### src/rtl/core/bxd_pkg.sv
`default_nettype none

package bxd_pkg;

  localparam int PIX_W      = 8;
  localparam int ACC_W      = 16;
  localparam int MAX_WIDTH  = 1024;
  localparam int MAX_FACTOR = 16;
  localparam int MAX_HEIGHT = 1024;
  localparam int ACC_DEPTH  = MAX_WIDTH / 2;
  localparam int ADDR_W     = $clog2(ACC_DEPTH);
  localparam int POS_W      = $clog2(MAX_WIDTH);
  localparam int SUB_W      = $clog2(MAX_FACTOR);
  localparam int THUMB_W    = 9;

  localparam int FACTOR_W   = 5;
  localparam int SIZE_W     = 11;
  localparam int CFG_IDX_W  = 2;
  localparam int CFG_DATA_W = 11;

  localparam int DIVD_W     = 16;
  localparam int DIVR_W     = 9;
  localparam int DCNT_W     = 5;

  localparam logic [DCNT_W-1:0] DIV_STEPS_FULL  = DCNT_W'(DIVD_W);
  localparam logic [DCNT_W-1:0] DIV_STEPS_SHORT = DCNT_W'(PIX_W);

  localparam logic [CFG_IDX_W-1:0] REG_FACTOR = 2'd0;
  localparam logic [CFG_IDX_W-1:0] REG_WIDTH  = 2'd1;
  localparam logic [CFG_IDX_W-1:0] REG_HEIGHT = 2'd2;

  typedef struct packed {
    logic              start;
    logic              short_mode;
    logic [DIVD_W-1:0] dividend;
    logic [DIVR_W-1:0] divisor;
  } div_req_t;

  typedef struct packed {
    logic              busy;
    logic [DIVD_W-1:0] quot;
    logic [DIVR_W-1:0] rem;
  } div_rsp_t;

endpackage

`default_nettype wire

### src/rtl/core/bxd_div.sv
`default_nettype none

module bxd_div
  import bxd_pkg::*;
(
  input  wire logic     clk,
  input  wire logic     rst_n,
  input  wire div_req_t req,
  output      div_rsp_t rsp
);

  logic              busy_r;
  logic [DCNT_W-1:0] cnt_r;
  logic [DIVR_W-1:0] rem_r;
  logic [DIVD_W-1:0] sh_r;
  logic [DIVR_W-1:0] dsr_r;

  logic [DIVR_W:0]   trial;
  logic              ge;
  logic [DIVR_W-1:0] rem_nxt;

  always_comb begin
    trial   = {rem_r, sh_r[DIVD_W-1]};
    ge      = trial >= {1'b0, dsr_r};
    rem_nxt = ge ? DIVR_W'(trial - {1'b0, dsr_r}) : trial[DIVR_W-1:0];
  end

  always_ff @(posedge clk) begin
    if (!rst_n) begin
      busy_r <= 1'b0;
      cnt_r  <= '0;
    end else if (req.start) begin
      busy_r <= 1'b1;
      cnt_r  <= req.short_mode ? DIV_STEPS_SHORT : DIV_STEPS_FULL;
    end else if (busy_r) begin
      busy_r <= cnt_r != DCNT_W'(1);
      cnt_r  <= cnt_r - DCNT_W'(1);
    end
  end

  always_ff @(posedge clk) begin
    if (req.start) begin
      dsr_r <= req.divisor;
      if (req.short_mode) begin
        rem_r <= DIVR_W'(req.dividend[DIVD_W-1:PIX_W]);
        sh_r  <= {req.dividend[PIX_W-1:0], {(DIVD_W-PIX_W){1'b0}}};
      end else begin
        rem_r <= '0;
        sh_r  <= req.dividend;
      end
    end else if (busy_r) begin
      rem_r <= rem_nxt;
      sh_r  <= {sh_r[DIVD_W-2:0], ge};
    end
  end

  assign rsp = '{busy: busy_r, quot: sh_r, rem: rem_r};

endmodule

`default_nettype wire

### config.mk
export PLATFORM = sky130hd
export DESIGN_NAME = bxd_div
export DESIGN_NICKNAME = d
export VERILOG_FILES = /design/src/rtl/core/bxd_pkg.sv /design/src/rtl/core/bxd_div.sv
export SDC_FILE = /design/constraint.sdc
export NUM_CORES = 1
export LEC_CHECK = 0
export ABC_AREA = 1
export BUFFER_PORTS_ARGS = -buffer_cell sky130_fd_sc_hd__buf_2
export CAP_MARGIN = 5
export CORE_AREA = 4 4 73 75
export DETAILED_ROUTE_END_ITERATION = 6
export DIE_AREA = 0 0 77 79
export PLACE_DENSITY_LB_ADDON = 0.2
export SLEW_MARGIN = 20
export SYNTH_ARGS = -nofsm -noshare
export SYNTH_HDL_FRONTEND = slang
export SYNTH_SLANG_ARGS = --single-unit
### constraint.sdc
create_clock -name clk -period 2.4 [get_ports clk]
set_clock_uncertainty 0.1 [all_clocks]
set_input_delay 0.6 -clock clk [delete_from_list [all_inputs] [get_ports clk]]
set_output_delay 0.6 -clock clk [all_outputs]
set_load 0.01 [all_outputs]
# [After elaboration in Yosys (flattened, before gate mapping)]
# Cells that the tools add are included.
[op_classes] add_sub_neg=2 mux=12 n_eq_ne=1 order_cmp=1 n_reduce_logical=1
[op_table] op="16-bit 2-to-1 mux" n=3
[op_table] op="9-bit 2-to-1 mux" n=3
[op_table] op="5-bit 2-to-1 mux" n=3
[op_table] op="10-bit by 9-bit greater-or-equal comparator with 1-bit output" n=1
[op_table] op="9-bit subtractor" n=1
[op_table] op="8-bit 2-to-1 mux" n=1
[op_table] op="5-bit by 1-bit inequality test with 1-bit output, second input constant" n=1
[op_table] op="5-bit by 1-bit subtractor with 5-bit output, second input constant" n=1
[op_table] op="1-bit 2-to-1 mux" n=2
[op_table] op="2-bit nonzero test" n=1
[totals] regBits=40 wordCells=22 in_bits=29

# [Depth between registers and ports, before layout]
# Gate-level depths: netlist of run 1.
[logic_depth] word_depth=4 ltp_mapped=14 depth_no_buf=13

# [Least setup slack after synthesis of run 1]
# No wires, ideal clock.
[synth_path] path_type="flip-flop to flip-flop" startpoint="register sh_r[15]" endpoint="register sh_r[0], data pin" stages_incl_launch_ff=14 arrival_ps=1835 n_path_buf=1 required_ps=2040 path_slack_ps=204 period_less_slack_ps=2196 setup_time_ps=260 cell_sequence="edfxtp_1 > inv_1 > ha_1 > inv_1 > fa_1 > nand2_1 > nand3_2 > nand3_2 > nand2_2 > nand2_2 > nand2_4 > buf_12 > nand2_1 > o21ai_0"
[synth_between] elab_chain_len=3
[synth_rtl] item="from (decl)" line="bxd_div.sv:15" source="logic [DIVD_W-1:0] sh_r;"
[synth_rtl] item="from (signal assigned)" line="bxd_div.sv:46" source="sh_r <= {req.dividend[PIX_W-1:0], {(DIVD_W-PIX_W){1'b0}}};"
[synth_rtl] item="from (signal assigned)" line="bxd_div.sv:49" source="sh_r <= req.dividend;"
[synth_rtl] item="from (signal assigned)" line="bxd_div.sv:53" source="sh_r <= {sh_r[DIVD_W-2:0], ge};"
[synth_rtl] item="10-bit by 9-bit greater-or-equal comparator with 1-bit output" line="bxd_div.sv:24" source="ge = trial >= {1'b0, dsr_r};"
[synth_rtl] item="16-bit 2-to-1 mux" line="bxd_div.sv:51" source="end else if (busy_r) begin"
[synth_rtl] item="16-bit 2-to-1 mux" line="bxd_div.sv:42" source="if (req.start) begin"
# Every way passes these cells. The select of a mux whose other input is x is not followed.
# A chain may end at the register's enable or synchronous reset.

# [Final worst setup path of run 1]
# Ends and elaborated chain as after synthesis.

==> results of run 1 <==
[cells by family after synthesis]
logic type               Yosys count  synth area share
XOR/XNOR                           4            0.0144
adder cells (fa/ha/maj)           12            0.0649
AO/OA/AOI/OAI                     28            0.0747
AND/OR/NAND/NOR                  130             0.268
buffers and inverters             60             0.108
flip-flops                        40             0.470
[flip-flops by register name, indices dropped and copies added, names as in the netlist]
| name | count |
|---|---|
| busy_r | 1 |
| cnt_r | 5 |
| rem_r | 9 |
| sh_r | 16 |
| dsr_r | 9 |
[layout make-up]
type / count / area (µm²)
Clock buffer: 6 / 72.6
Clock inverter: 2 / 35.0
Fill cell: 415 / 1810
Inverter: 53 / 199
Multi-Input combinational cell: 174 / 1030
Sequential cell: 40 / 1140
Tap cell: 54 / 67.6
Timing Repair Buffer: 59 / 308
[Yosys cell counts, drive strengths merged, types with 3 or more instances]
| library cell | count |
|---|---|
| a211oi | 3 |
| a21oi | 6 |
| buf | 6 |
| dfxtp | 6 |
| edfxtp | 34 |
| ha | 11 |
| inv | 52 |
| nand2 | 88 |
| nand3 | 18 |
| nand3b | 8 |
| nor2 | 14 |
| o21ai | 10 |
| o221ai | 8 |
| xor2 | 3 |
[worst max-delay path: cells and delay by family (launching register included)]
kind / cells / cell delay [ps]
compound gates: 1 / 80
simple gates: 7 / 680
buf+inv: 2 / 160
flops: 1 / 390
fa+ha+maj: 2 / 540
[power breakdown]
group,switching [W],leakage [nW],internal [W],total (W)
combinational,0.000553,0.998,0.000348,0.000900
sequential,0.0000738,0.398,0.000882,0.000955
clock,0.000239,0.0552,0.000309,0.000548
total,0.000865,1.45,0.00154,0.00240
[metal layers]
layer	vias to the layer above	wire length [µm]	global-route usage
li1	1008	-	-
met1	877	2540	0.245
met2	51	2550	0.312
met3	7	254	0.0408
met4	0	90	0.0747
met5	-	0	0
[final timing paths]
check,start,to,slack (ps)
worst max-delay path,sh_r[15]$_DFFE_PP_,sh_r[0]$_DFFE_PP_,200
worst min-delay path,req[8],dsr_r[8]$_DFFE_PP_,370
worst max register to register,sh_r[15]$_DFFE_PP_,sh_r[0]$_DFFE_PP_,200
worst min register to register,cnt_r[1]$_SDFFE_PN0P_,cnt_r[1]$_SDFFE_PN0P_,390
[stage by stage]
step	worst slack, ps	utilization	hold slack, ps
after global placement	229	0.588	376
after CTS	123	0.611	360
after floorplan	204	-	353
after detailed placement	121	0.588	378
after global routing	27.7	0.612	365
final	198	0.612	373
[what timing repair did]
| action | in CTS | in global routing |
|---|---|---|
| resized for setup | 0 | 1 |
| hold buffers | 0 | 0 |
| setup endpoints to repair | 0 | 1 |
==> results by stage, run 1 <==
Status:
- The run finished with clean final reports.

Clocking:
- The later pin in the worst-skew pair is clocked with a latency of ~300 ps.
- The number of CTS-inserted buffers is 5.
- TritonCTS built the clock tree.
- Clock-pin slew was measured on the worst setup and hold paths at ~80 ps.
- The buffer count from post-CTS setup fixing is 0.
- The tree built by TritonCTS fans out to 40 sinks.
- The root buffer cell is sky130_fd_sc_hd__clkbuf_8.
- The buffer depth of the longest clock path is 2.
- The clock tree synthesis step divided the H-tree into 2 levels.

Critical path:
- For the worst setup path, the data required time is approximately 2300 ps.
- Traced cell by cell, the critical path runs through inv_1 -> ha_1 -> inv_1 -> fa_1 -> nand2_1 -> nand3_2 -> nand3_2 -> nand2_2 -> nand2_4 -> nand2_4 -> nand2_1 -> o21ai_0.
- Measured in cells, the most critical reg-to-reg path has a length of 12.
- The worst setup path is of the reg -> reg kind.
- The worst setup path is launched from a flip-flop.
- The largest individual stage delay along the critical path comes from the cell sky130_fd_sc_hd__edfxtp_1.
- In this design, the stage delay of the slowest critical-path cell is 390 ps.
- The endpoint class of the critical path is a flip-flop.
- The maximum net fanout on the critical path is 11.
- Data on the critical path arrives at its endpoint at approximately 2100 ps.

Yosys:
- The post-synth net total is approximately 320.
- Synthesis produced 274 cells.
- The synthesized flop and latch total is 40.
- The sequential share of the synthesized area is 0.470.
- During synthesis, Yosys emitted a total of 0 warnings.
- The most used flip-flop cell after synthesis is sky130_fd_sc_hd__edfxtp_1.
- The cell type with the highest aggregate area in the netlist is sky130_fd_sc_hd__edfxtp_1.
- The count of unique library cells instantiated by Yosys is 29.
- By area the synthesized netlist is led by sky130_fd_sc_hd__edfxtp_1 42%, sky130_fd_sc_hd__nand2_1 11%, sky130_fd_sc_hd__inv_1 8.0%, sky130_fd_sc_hd__ha_1 5.7%, sky130_fd_sc_hd__dfxtp_1 4.9%.
- The average instance area after synthesis is 8.86 µm².
- Of the post-synthesis cell area, the dominant cell type holds 0.420.
- After synthesis, the share of flip-flops with an asynchronous set or reset is 0.
- The post-synthesis cell area is 0.00243 mm².
- The synthesized design contains 34 enable-type register cells.

Timing:
- The total count of hold-check failures in the final report is 0.
- The minimum clock period after layout is 2200 ps.
- The remaining max-slew budget at the tightest pin is 0.705.
- Static timing analysis puts the maximum clock frequency at 0.454 GHz.
- For the pin with the worst max-slew slack, the measured transition is 437 ps.
- Setup violations remaining at the end of the flow were counted as 0.
- The part of the cycle the worst path needs is 0.918.
- The setup TNS after final layout is 0 ps.
- Setup repair after global routing left no endpoint under its margin.
- The total count of max-transition violations in the final report is 0.

Routing:
- After detailed routing, the average wire length per cell comes to 14.0 µm.
- The total detailed-routing wirelength is between 5 and 6 mm.
- The total number of vias is 1943.
- The DRC violation total after the first TritonRoute iteration is 77.
- The first-pass iteration count of the detailed router is 4.
- In the routed design, unresolved DRC markers number 0.
- The average via count per standard cell is 5.01.
- In this run the remaining antenna-violating nets after routing total 0.

Placement:
- The number of buffers added on ports is 54.
- The weighted congestion at the end of routability-driven global placement is 0.904.
- The number of cells in the design after placement is 380.
- The post-DP HPWL is 4.03 mm.
- After detailed placement, the total cell area comes to 0.00274 mm².

Die:
- The initial utilization of the core area, before any placement, comes to 0.521.
- The count of boundary I/O pins is 55.
- The overall die area is a little over 0.006 mm².
- The floorplan step set the die height to 79 µm.
- In this run the horizontal extent of the chip is roughly 77 µm.
- The row count is 25.
- The area inside the core boundary is 0.00466 mm².

Worst hold path:
- Counting instances, the worst hold path has a depth of 1.
- The path class of the tightest hold or removal check is in -> reg.

Cells and area:
- The number of nets at the end of the flow is 374.
- The finished cells cover 0.00285 mm².
- Leaving out fill and tap cells, the most frequent cell in the layout is sky130_fd_sc_hd__nand2_1.
- The final cell count without fillers is 388.
- The library cells used most frequently in the layout, excluding fill and tap cells, are 73 x sky130_fd_sc_hd__nand2_1, 54 x sky130_fd_sc_hd__buf_2, 52 x sky130_fd_sc_hd__inv_1.
- The growth of design area from synthesis to finish is 17.5%.
- The fraction of layout cells with a size suffix above 1 is 0.284.
- The repair_antennas step left the layout with diodes totalling 0.

Flow run:
- The number of max-cap violations is 0.

Pwr:
- For this design the static power due to leakage is 1.45 nW.
- IR analysis of the VDD net gives a maximum drop of about 0.42 mV.
- Power spread over the standard cell area amounts to 843 mW/mm².
- The design draws 0.00240 W.

Global route:
- The initial antenna violation count is 0.
- The number of global-route vias before repair is between 1500 and 2000.
- Entering global routing, the biggest net connects 28 pins.
- The global route total overflow is 0.
- The total routing resource utilization after global routing is 0.189.
- The first-pass GRT wire length is between 8 and 9 mm.
(Power assumes the default switching activity.)
==> run 2: changes to the inputs <==
--- a/config.mk
+++ b/config.mk
@@ -8,9 +8,9 @@
 export ABC_AREA = 1
 export BUFFER_PORTS_ARGS = -buffer_cell sky130_fd_sc_hd__buf_2
 export CAP_MARGIN = 5
-export CORE_AREA = 4 4 73 75
+export CORE_AREA = 4 4 70 72
 export DETAILED_ROUTE_END_ITERATION = 6
-export DIE_AREA = 0 0 77 79
+export DIE_AREA = 0 0 74 76
 export PLACE_DENSITY_LB_ADDON = 0.2
 export SLEW_MARGIN = 20
 export SYNTH_ARGS = -nofsm -noshare
==> constraint.sdc (replaced) <==
create_clock -name clk -period 2.65 [get_ports clk]
set_clock_uncertainty 0.1 [all_clocks]
set_input_delay 0.6625 -clock clk [delete_from_list [all_inputs] [get_ports clk]]
set_output_delay 0.6625 -clock clk [all_outputs]
set_load 0.01 [all_outputs]
==> run 2 against run 1 <==
  * Power fell by 15%
  * Worst hold slack improved by 26 ps
  * Core utilization grew 4.1 points
  * Final cell count down 1.0%
  * Via count decreased by 0.41%
  * Combinational power decreased by 11%
  * Flip-flop and latch count unchanged
  * Largest cell class unchanged
  * Critical endpoint unchanged
  * Setup slack better by 210 ps
  * Global-route usage is 1.1 points higher
  * Critical path depth is the same
==> results by stage, run 2 (synthesis results as in run 1) <==
Clocking:
- The CTS tree is built.
- The clock insertion delay at the later pin of the skew report was 280 ps (-20 ps).
- The number of sinks driven by the clock tree is 40 (unchanged).
- The H-tree depth reported by CTS is 2 (unchanged).
- The buffer depth of the longest clock path is 2 (unchanged).
- The buffer count from post-CTS setup fixing is 0 (unchanged).
- The total of cells resized after clock tree synthesis is 0 (unchanged).
- The clock transition at the registers of the reported paths came to 80 ps (about the same).
- The number of CTS-inserted buffers is 5 (unchanged).
- The root buffer cell is sky130_fd_sc_hd__clkbuf_8.
- The hold-fix buffer count after cts is 0 (unchanged).

Routing:
- The number of routed nets with antenna violations is 0 (unchanged).
- The total number of vias is 1935 (-0.41%).
- The total detailed-routing wirelength came to 5.19 mm (-4.5%).
- The wire length on met3 is 262 µm (+3.1%).
- The average wire per standard cell is 13.5 µm (-3.6%).
- The wire length on met1 is 2.38 mm (-6.5%).
- The first-pass iteration count of the detailed router is 4 (unchanged).
- The highest routed metal layer is met4.
- The DRC violation total after the first TritonRoute iteration is 109 (+42%).
- The average via count per standard cell is 5.04 (+0.63%).
- The wire length on met2 is 2.49 mm (-2.4%).
- The number of design rule violations left after detail routing is 0 (unchanged).

Global route:
- The global route total overflow was 0 (unchanged).
- The initial antenna violation count was 0 (unchanged).
- The maximum number of pins on one net before global-route repair is 29 (+3.6%).
- The number of global-route vias before repair came to 1905 (+0.21%).
- The total routing resource utilization after global routing is 0.201 (+0.0114).
- The first-pass GRT wire length was 8.83 mm (-1.1%).

Cells and area:
- The fraction of layout cells with a size suffix above 1 is 0.280 (-0.00431).
- The fill cell total of the finished layout is 360 (-13%).
- Leaving out fill and tap cells, the most frequent cell in the layout is sky130_fd_sc_hd__nand2_1.
- The final cell count without fillers is 384 (-1.0%).
- The core occupancy in the finished layout is 0.653 (+0.0412).
- The largest registers in the layout are sh_r: 16 flops, dsr_r: 9 flops, rem_r: 9 flops.
- The flip-flop count of the largest register after layout is 16 (unchanged).
- The area of all sequential standard cells is 0.00114 mm² (unchanged).
- The number of nets at the end of the flow is 372 (-0.53%).
- From synthesis to final layout, the design area changed by 15.5%.
- The area of the multi-input gates came to 0.00102 mm² (-0.49%).
- In the layout the commonest cells are 73 x sky130_fd_sc_hd__nand2_1, 54 x sky130_fd_sc_hd__buf_2, 52 x sky130_fd_sc_hd__inv_1.
- The antenna cell count is 0 (unchanged).
- More flip-flops sit in one register than any other, and that register is sh_r.

Placement:
- The number of cells in the design after placement is 376 (-1.1%).
- The weighted congestion at the end of routability-driven global placement came to 0.833 (-7.9%).
- The number of buffers added on ports came to 54 (unchanged).
- The post-DP HPWL is 3.92 mm (-2.7%).

Die:
- The area inside the core boundary is 0.00429 mm² (-7.9%).
- The starting density of the core is 0.566 (+0.0445).
- The row count was 24 (-4.0%).
- The count of boundary I/O pins is 55 (unchanged).
- The vertical extent of the die is 76 µm (-3.8%).
- The overall die area is 0.00562 mm² (-7.5%).
- The horizontal extent of the die is 74 µm (-3.9%).

Critical path:
- The startpoint identified for the worst register-to-register timing path is sh_r[15]$_DFFE_PP_.
- The worst setup path is captured at a flip-flop.
- The critical path goes through inv_1 -> ha_1 -> inv_1 -> fa_1 -> nand2_1 -> nand3_2 -> nand3_2 -> nand2_2 -> nand2_2 -> nand2_4 -> nand2_1 -> o21ai_0.
- The required arrival time at the worst endpoint is 2580 ps (+240 ps).
- The maximum net fanout on the critical path was 11 (unchanged).
- The largest individual stage delay along the critical path comes from the cell sky130_fd_sc_hd__edfxtp_1.
- The worst setup path is launched from a flip-flop.
- The combined buffer and inverter count along the critical path was 2 (unchanged).
- The family with the most delay on the worst path is simple AND/OR/NAND/NOR gates.
- The arrival time reported for the critical path endpoint is 2180 ps (+40 ps).
- The start-to-end type of the worst setup path is reg -> reg.
- The peak per-stage delay on the critical path is 390 ps (about the same).
- Tracing the worst setup path back leads to its startpoint at sh_r[15]$_DFFE_PP_.

Worst hold path:
- The startpoint of the most critical hold path is cnt_r[1]$_SDFFE_PN0P_.
- The type of the tightest min-delay check is reg -> reg.

Flow run:
- The number of max-cap violations is 0 (unchanged).

Timing:
- The worst hold slack after final layout is 398 ps (+25.7 ps).
- The remaining max-slew budget at the tightest pin was 0.763 (+0.0576).
- Setup repair after global routing left no endpoint under its margin.
- The part of the cycle the worst path needs is 0.846 (-0.0717).
- The setup TNS after final layout is 0 ps (unchanged).
- The total count of max-transition violations in the final report is 0 (unchanged).
- The peak clock frequency supported by timing came to 0.446 GHz (-1.8%).
- The transition time of the tightest slew-check pin came to 351 ps (-85.4 ps).
- The setup violation total in the final timing report is 0 (unchanged).
- The minimum clock period after layout is 2240 ps (+39.3 ps).
- The total count of hold-check failures in the final report came to 0 (unchanged).

Pwr:
- The power density over the cells was 732 mW/mm² (-13%).
- The cell leakage power came to 1.42 nW (-2.0%).
- The largest vdd supply drop came to 0.391 mV (-7.6%).

Status:
- The flow ran to the end, and the final reports show no timing, DRC or antenna violations.
-- run 2: changes by cell type in the layout (fill, tap and decap cells not counted), sizes merged --
cell,change
bufinv,-1
clkbuf,-1
buf,-2
clkinv,+2
-- run 2: per-layer routing --
metal,global-route usage,vias to the layer above
li1,-,999
met1,0.279,881
met2,0.325,49
met3,0.0317,6
met4,0.0489,0
met5,0,-
-- run 2: area by class of cell --
class                           instances  share of cell area
Clock buffer                            5              0.0245
Clock inverter                          3             0.00491
Timing Repair Buffer                   57               0.104
Sequential cell                        40               0.407
Tap cell                               52              0.0232
Inverter                               53              0.0709
Multi-Input combinational cell        174               0.365
-- run 2: final timing paths --
check / to / slack, ps / depth (start not counted)
hold / removal: cnt_r[1]$_SDFFE_PN0P_ / 400 / 2
setup reg to reg: sh_r[0]$_DFFE_PP_ / 410 / 12
setup / recovery: sh_r[0]$_DFFE_PP_ / 410 / 12
hold reg to reg: cnt_r[1]$_SDFFE_PN0P_ / 400 / 2
-- run 2: per-stage QoR --
stage / cell area [µm²] / power (W) / setup WS, ps
3_5_place_dp: 2720 / 0.00168 / 386
2_1_floorplan: 2430 / 0.00149 / 454
6_report: 2810 / 0.00205 / 409
3_3_place_gp: 2720 / 0.00166 / 484
4_1_cts: 2810 / 0.00207 / 403
5_1_grt: 2810 / 0.00222 / 254
-- run 2: report_power, final --
group	switching [W]	internal [W]	leakage, nW
Clock	0.000211	0.000179	0.0453
Sequential	0.0000637	0.000798	0.398
Combinational	0.000489	0.000311	0.978
-- run 2: worst min-delay path: cells and delay by family (launching register included) --
family / cells / cell delay (ps)
compound gates: 1 / 60
flops: 1 / 330
simple gates: 1 / 70
==> run 3: changes to the inputs <==
--- a/config.mk
+++ b/config.mk
@@ -5,7 +5,7 @@
 export SDC_FILE = /design/constraint.sdc
 export NUM_CORES = 1
 export LEC_CHECK = 0
-export ABC_AREA = 1
+export ABC_AREA = 0
 export BUFFER_PORTS_ARGS = -buffer_cell sky130_fd_sc_hd__buf_2
 export CAP_MARGIN = 5
 export CORE_AREA = 4 4 70 72
==> constraint.sdc (replaced) <==
create_clock -name clk -period 2.29 [get_ports clk]
set_clock_uncertainty 0.1 [all_clocks]
set_input_delay 0.5725 -clock clk [delete_from_list [all_inputs] [get_ports clk]]
set_output_delay 0.5725 -clock clk [all_outputs]
set_load 0.01 [all_outputs]
==> run 3 against run 2 <==
  * Clock power up 49%
  * Critical endpoint is now rem_r[8]$_SDFFCE_PP0P_
  * Final area up 0.18%
  * Critical path type unchanged
  * Worst hold slack worse by 53 ps
  * The flow now finishes with violations (negative setup slack)
  * Largest power group is now combinational logic
  * Global-route usage down 1.2 points
  * Combinational power up 26%
  * Highest routed layer unchanged
  * Area after synthesis down 10%
  * Sequential power up 14%
==> results by stage, run 3 <==
Status:
- The flow ran to the end, but the final reports show violations.
- The final reports fail on negative setup slack.

Cells and area:
- In the layout the commonest cells are 54 x sky130_fd_sc_hd__buf_2, 34 x sky130_fd_sc_hd__edfxtp_1, 22 x sky130_fd_sc_hd__buf_4.
- The antenna cell count is 0 (unchanged).
- The flip-flop count of the largest register after layout came to 16 (unchanged).
- The final cell count without fillers is 316 (-18%).
- sh_r holds more flip-flops than any other register.
- The number of nets at the end of the flow was 304 (-18%).
- The core occupancy in the finished layout was 0.654 (+0.00117).
- The summed area of non-filler cells in the final layout is 0.00281 mm² (+0.18%).
- In the final layout, the registers with the most flip-flops are sh_r: 16 flops, dsr_r: 9 flops, rem_r: 9 flops.
- The area growth from synthesis to layout is 29.2%.
- Leaving out fill and tap cells, the most frequent cell in the layout is sky130_fd_sc_hd__buf_2.
- The fraction of layout cells with a size suffix above 1 is 0.367 (+0.0873).

Pwr:
- The power density over the cells came to 914 mW/mm² (+25%).
- The largest vdd supply drop is 0.476 mV (+22%).
- The cell leakage power is 1.25 nW (-12%).

Clocking:
- The H-tree depth reported by CTS came to 2 (unchanged).
- The number of CTS-inserted buffers is 5 (unchanged).
- The clock transition at the registers of the reported paths came to 80 ps (about the same).
- The buffer depth of the longest clock path is 2 (unchanged).
- In this run the clock root is driven by a sky130_fd_sc_hd__clkbuf_8.
- The hold-fix buffer count after cts came to 0 (unchanged).
- The clock insertion delay at the later pin of the skew report is 300 ps (+20 ps).
- The number of sinks driven by the clock tree is 40 (unchanged).
- TritonCTS built the clock tree.

Die:
- The vertical extent of the die is 76 µm (unchanged).
- The horizontal extent of the die is 74 µm (unchanged).
- The row count is 24 (unchanged).
- The starting density of the core came to 0.507 (-0.0589).
- The overall die area is 0.00562 mm² (unchanged).
- The area inside the core boundary is 0.00429 mm² (unchanged).
- The count of boundary I/O pins was 55 (unchanged).

Critical path:
- The arrival time reported for the critical path endpoint is 2460 ps (+280 ps).
- The worst setup path is launched from a flip-flop.
- The start-to-end type of the worst setup path is reg -> reg.
- The endpoint class of the critical path is a flip-flop.
- The maximum net fanout on the critical path is 3 (-8).
- The required arrival time at the worst endpoint is 2250 ps (-330 ps).

Flow run:
- The number of max-cap violations is 0 (unchanged).

Routing:
- The total detailed-routing wirelength came to 5.04 mm (-2.9%).
- The number of design rule violations left after detail routing came to 0 (unchanged).
- The average wire per standard cell came to 15.9 µm (+18%).
- The first-pass iteration count of the detailed router was 4 (unchanged).
- The DRC violation total after the first TritonRoute iteration came to 92 (-16%).
- The average via count per standard cell is 5.41 (+7.4%).
- The total number of vias came to 1710 (-12%).
- The number of routed nets with antenna violations is 0 (unchanged).

Yosys:
- The average instance area after synthesis came to 11.6 µm² (+31%).
- The count of unique library cells instantiated by Yosys is 43 (+48%).
- The post-synthesis instance total came to 187 (-32%).
- The number of enable-type register cells in the synthesized netlist was 34 (unchanged).
- The synthesized flop and latch total came to 40 (unchanged).
- The post-synth net total is 228 (-28%).
- Yosys attributes the largest share of cell area to sky130_fd_sc_hd__edfxtp_1 47%, sky130_fd_sc_hd__ha_1 6.3%, sky130_fd_sc_hd__mux2i_1 6.0%, sky130_fd_sc_hd__dfxtp_1 5.5%, sky130_fd_sc_hd__a21oi_1 4.1%.
- The total of warnings raised by yosys is 0 (unchanged).
- The proportion of netlist area held by the largest area contributor came to 0.469 (+0.0488).
- The post-synthesis cell area is 0.00218 mm² (-10%).
- The commonest cells after synthesis are 34 x sky130_fd_sc_hd__edfxtp_1, 18 x sky130_fd_sc_hd__a21oi_1, 16 x sky130_fd_sc_hd__nor2_1.
- The fraction of registers with async set/reset is 0 (unchanged).
- By instance count, the leading cell after synthesis is sky130_fd_sc_hd__edfxtp_1.
- The cell type with the highest aggregate area in the netlist is sky130_fd_sc_hd__edfxtp_1.
- The sequential share of the synthesized area is 0.524 (+0.0546).
- For this run, the leading register cell type out of synthesis is sky130_fd_sc_hd__edfxtp_1.

Global route:
- The total routing resource utilization after global routing is 0.189 (-0.0119).
- The maximum number of pins on one net before global-route repair is 26 (-10%).
- The global route total overflow is 0 (unchanged).
- The initial antenna violation count came to 0 (unchanged).
- The number of global-route vias before repair came to 1750 (-8.1%).
- The first-pass GRT wire length came to 8.15 mm (-7.7%).

Timing:
- The total count of hold-check failures in the final report is 0 (unchanged).
- The setup violation total in the final timing report was 10 (+10).
- The peak clock frequency supported by timing is 0.400 GHz (-10%).
- The total count of max-transition violations in the final report is 0 (unchanged).
- The minimum clock period after layout is 2500 ps (+260 ps).
- The remaining max-slew budget at the tightest pin is 0.511 (-0.252).
- The smallest setup slack after layout came to -211 ps (-620 ps).
- The transition time of the tightest slew-check pin was 731 ps (+380 ps).
- Setup repair after global routing could not meet its margin everywhere.
- The part of the cycle the worst path needs is 1.09 (+0.246).
- The worst hold slack after final layout is 346 ps (-52.6 ps).

Worst hold path:
- The min-delay analysis places its worst path in the category in -> reg.

Placement:
- The area of placed instances is 0.00262 mm² (-3.7%).
- The post-DP HPWL is 3.81 mm (-3.0%).
- The number of buffers added on ports is 54 (unchanged).
- The weighted congestion at the end of routability-driven global placement is 0.880 (+5.6%).
- The number of cells in the design after placement is 303 (-19%).
run 3: kinds of logic after synthesis:
| kind of cell | count (synthesis) | share of synthesized area |
|---|---|---|
| AO/OA/AOI/OAI | 49 | 0.171 |
| flip-flops | 40 | 0.524 |
| AND/OR/NAND/NOR | 38 | 0.0840 |
| buffers and inverters | 25 | 0.0483 |
| multiplexers | 13 | 0.0598 |
| adder cells (fa/ha/maj) | 12 | 0.0725 |
| XOR/XNOR | 10 | 0.0403 |
run 3: power by group:
part | switching, W | internal, W
Combinational | 0.000497 | 0.000509
Clock | 0.000259 | 0.000323
Sequential | 0.0000628 | 0.000919
run 3: final cells by class:
class                      instances  area, µm²
multi-input combinational        122        967
fill                             357       1480
clock buffer                       5       68.8
timing repair buffer              79        469
clock inverter                     3       42.5
tap                               52       65.1
sequential                        40       1140
inverter                          15       56.3
run 3: path summary, 6_finish.rpt:
check                        start                     end  slack [ps]  cells past startpoint
min reg2reg  cnt_r[1]$_SDFFE_PN0P_   cnt_r[1]$_SDFFE_PN0P_         420                      2
min                         req[8]      dsr_r[8]$_DFFE_PP_         350                      1
max             sh_r[15]$_DFFE_PP_  rem_r[8]$_SDFFCE_PP0P_        -210                     10
max reg2reg     sh_r[15]$_DFFE_PP_  rem_r[8]$_SDFFCE_PP0P_        -210                     10
run 3: layer usage:
metal,vias to the layer above,share of wire,global-route usage
li1,844,-,-
met1,813,0.40,0.223
met3,7,0.056,0.0435
met4,0,0.017,0.0652
met5,-,0,0
met2,46,0.53,0.328
run 3: stage by stage:
| stage | setup TNS (ps) | power (W) | setup WS (ps) |
|---|---|---|---|
| 2_1_floorplan | -1540 | 0.00158 | -256 |
| 3_3_place_gp | -1150 | 0.00190 | -165 |
| 3_5_place_dp | -1700 | 0.00192 | -225 |
| 4_1_cts | -1480 | 0.00253 | -217 |
| 5_1_grt | -2400 | 0.00272 | -283 |
| 6_report | -1500 | 0.00257 | -211 |
run 3: timing repair:
| item | 4_1_cts | 5_1_grt |
|---|---|---|
| pin swaps | 5 | 5 |
| gates resized for setup | 5 | 6 |
| setup endpoints to repair | 10 | 10 |
| buffers inserted | 2 | 3 |
run 3: worst max-delay path, cell delays in order, from the launching register on:
cell                       delay, ps
sky130_fd_sc_hd__edfxtp_1        410
sky130_fd_sc_hd__inv_2           100
sky130_fd_sc_hd__ha_4            130
sky130_fd_sc_hd__inv_2            30
sky130_fd_sc_hd__fa_2            360
sky130_fd_sc_hd__a211oi_4        270
sky130_fd_sc_hd__o31ai_4         120
sky130_fd_sc_hd__a211oi_4        260
sky130_fd_sc_hd__buf_4           160
sky130_fd_sc_hd__or2b_1          210
sky130_fd_sc_hd__o211a_1         120
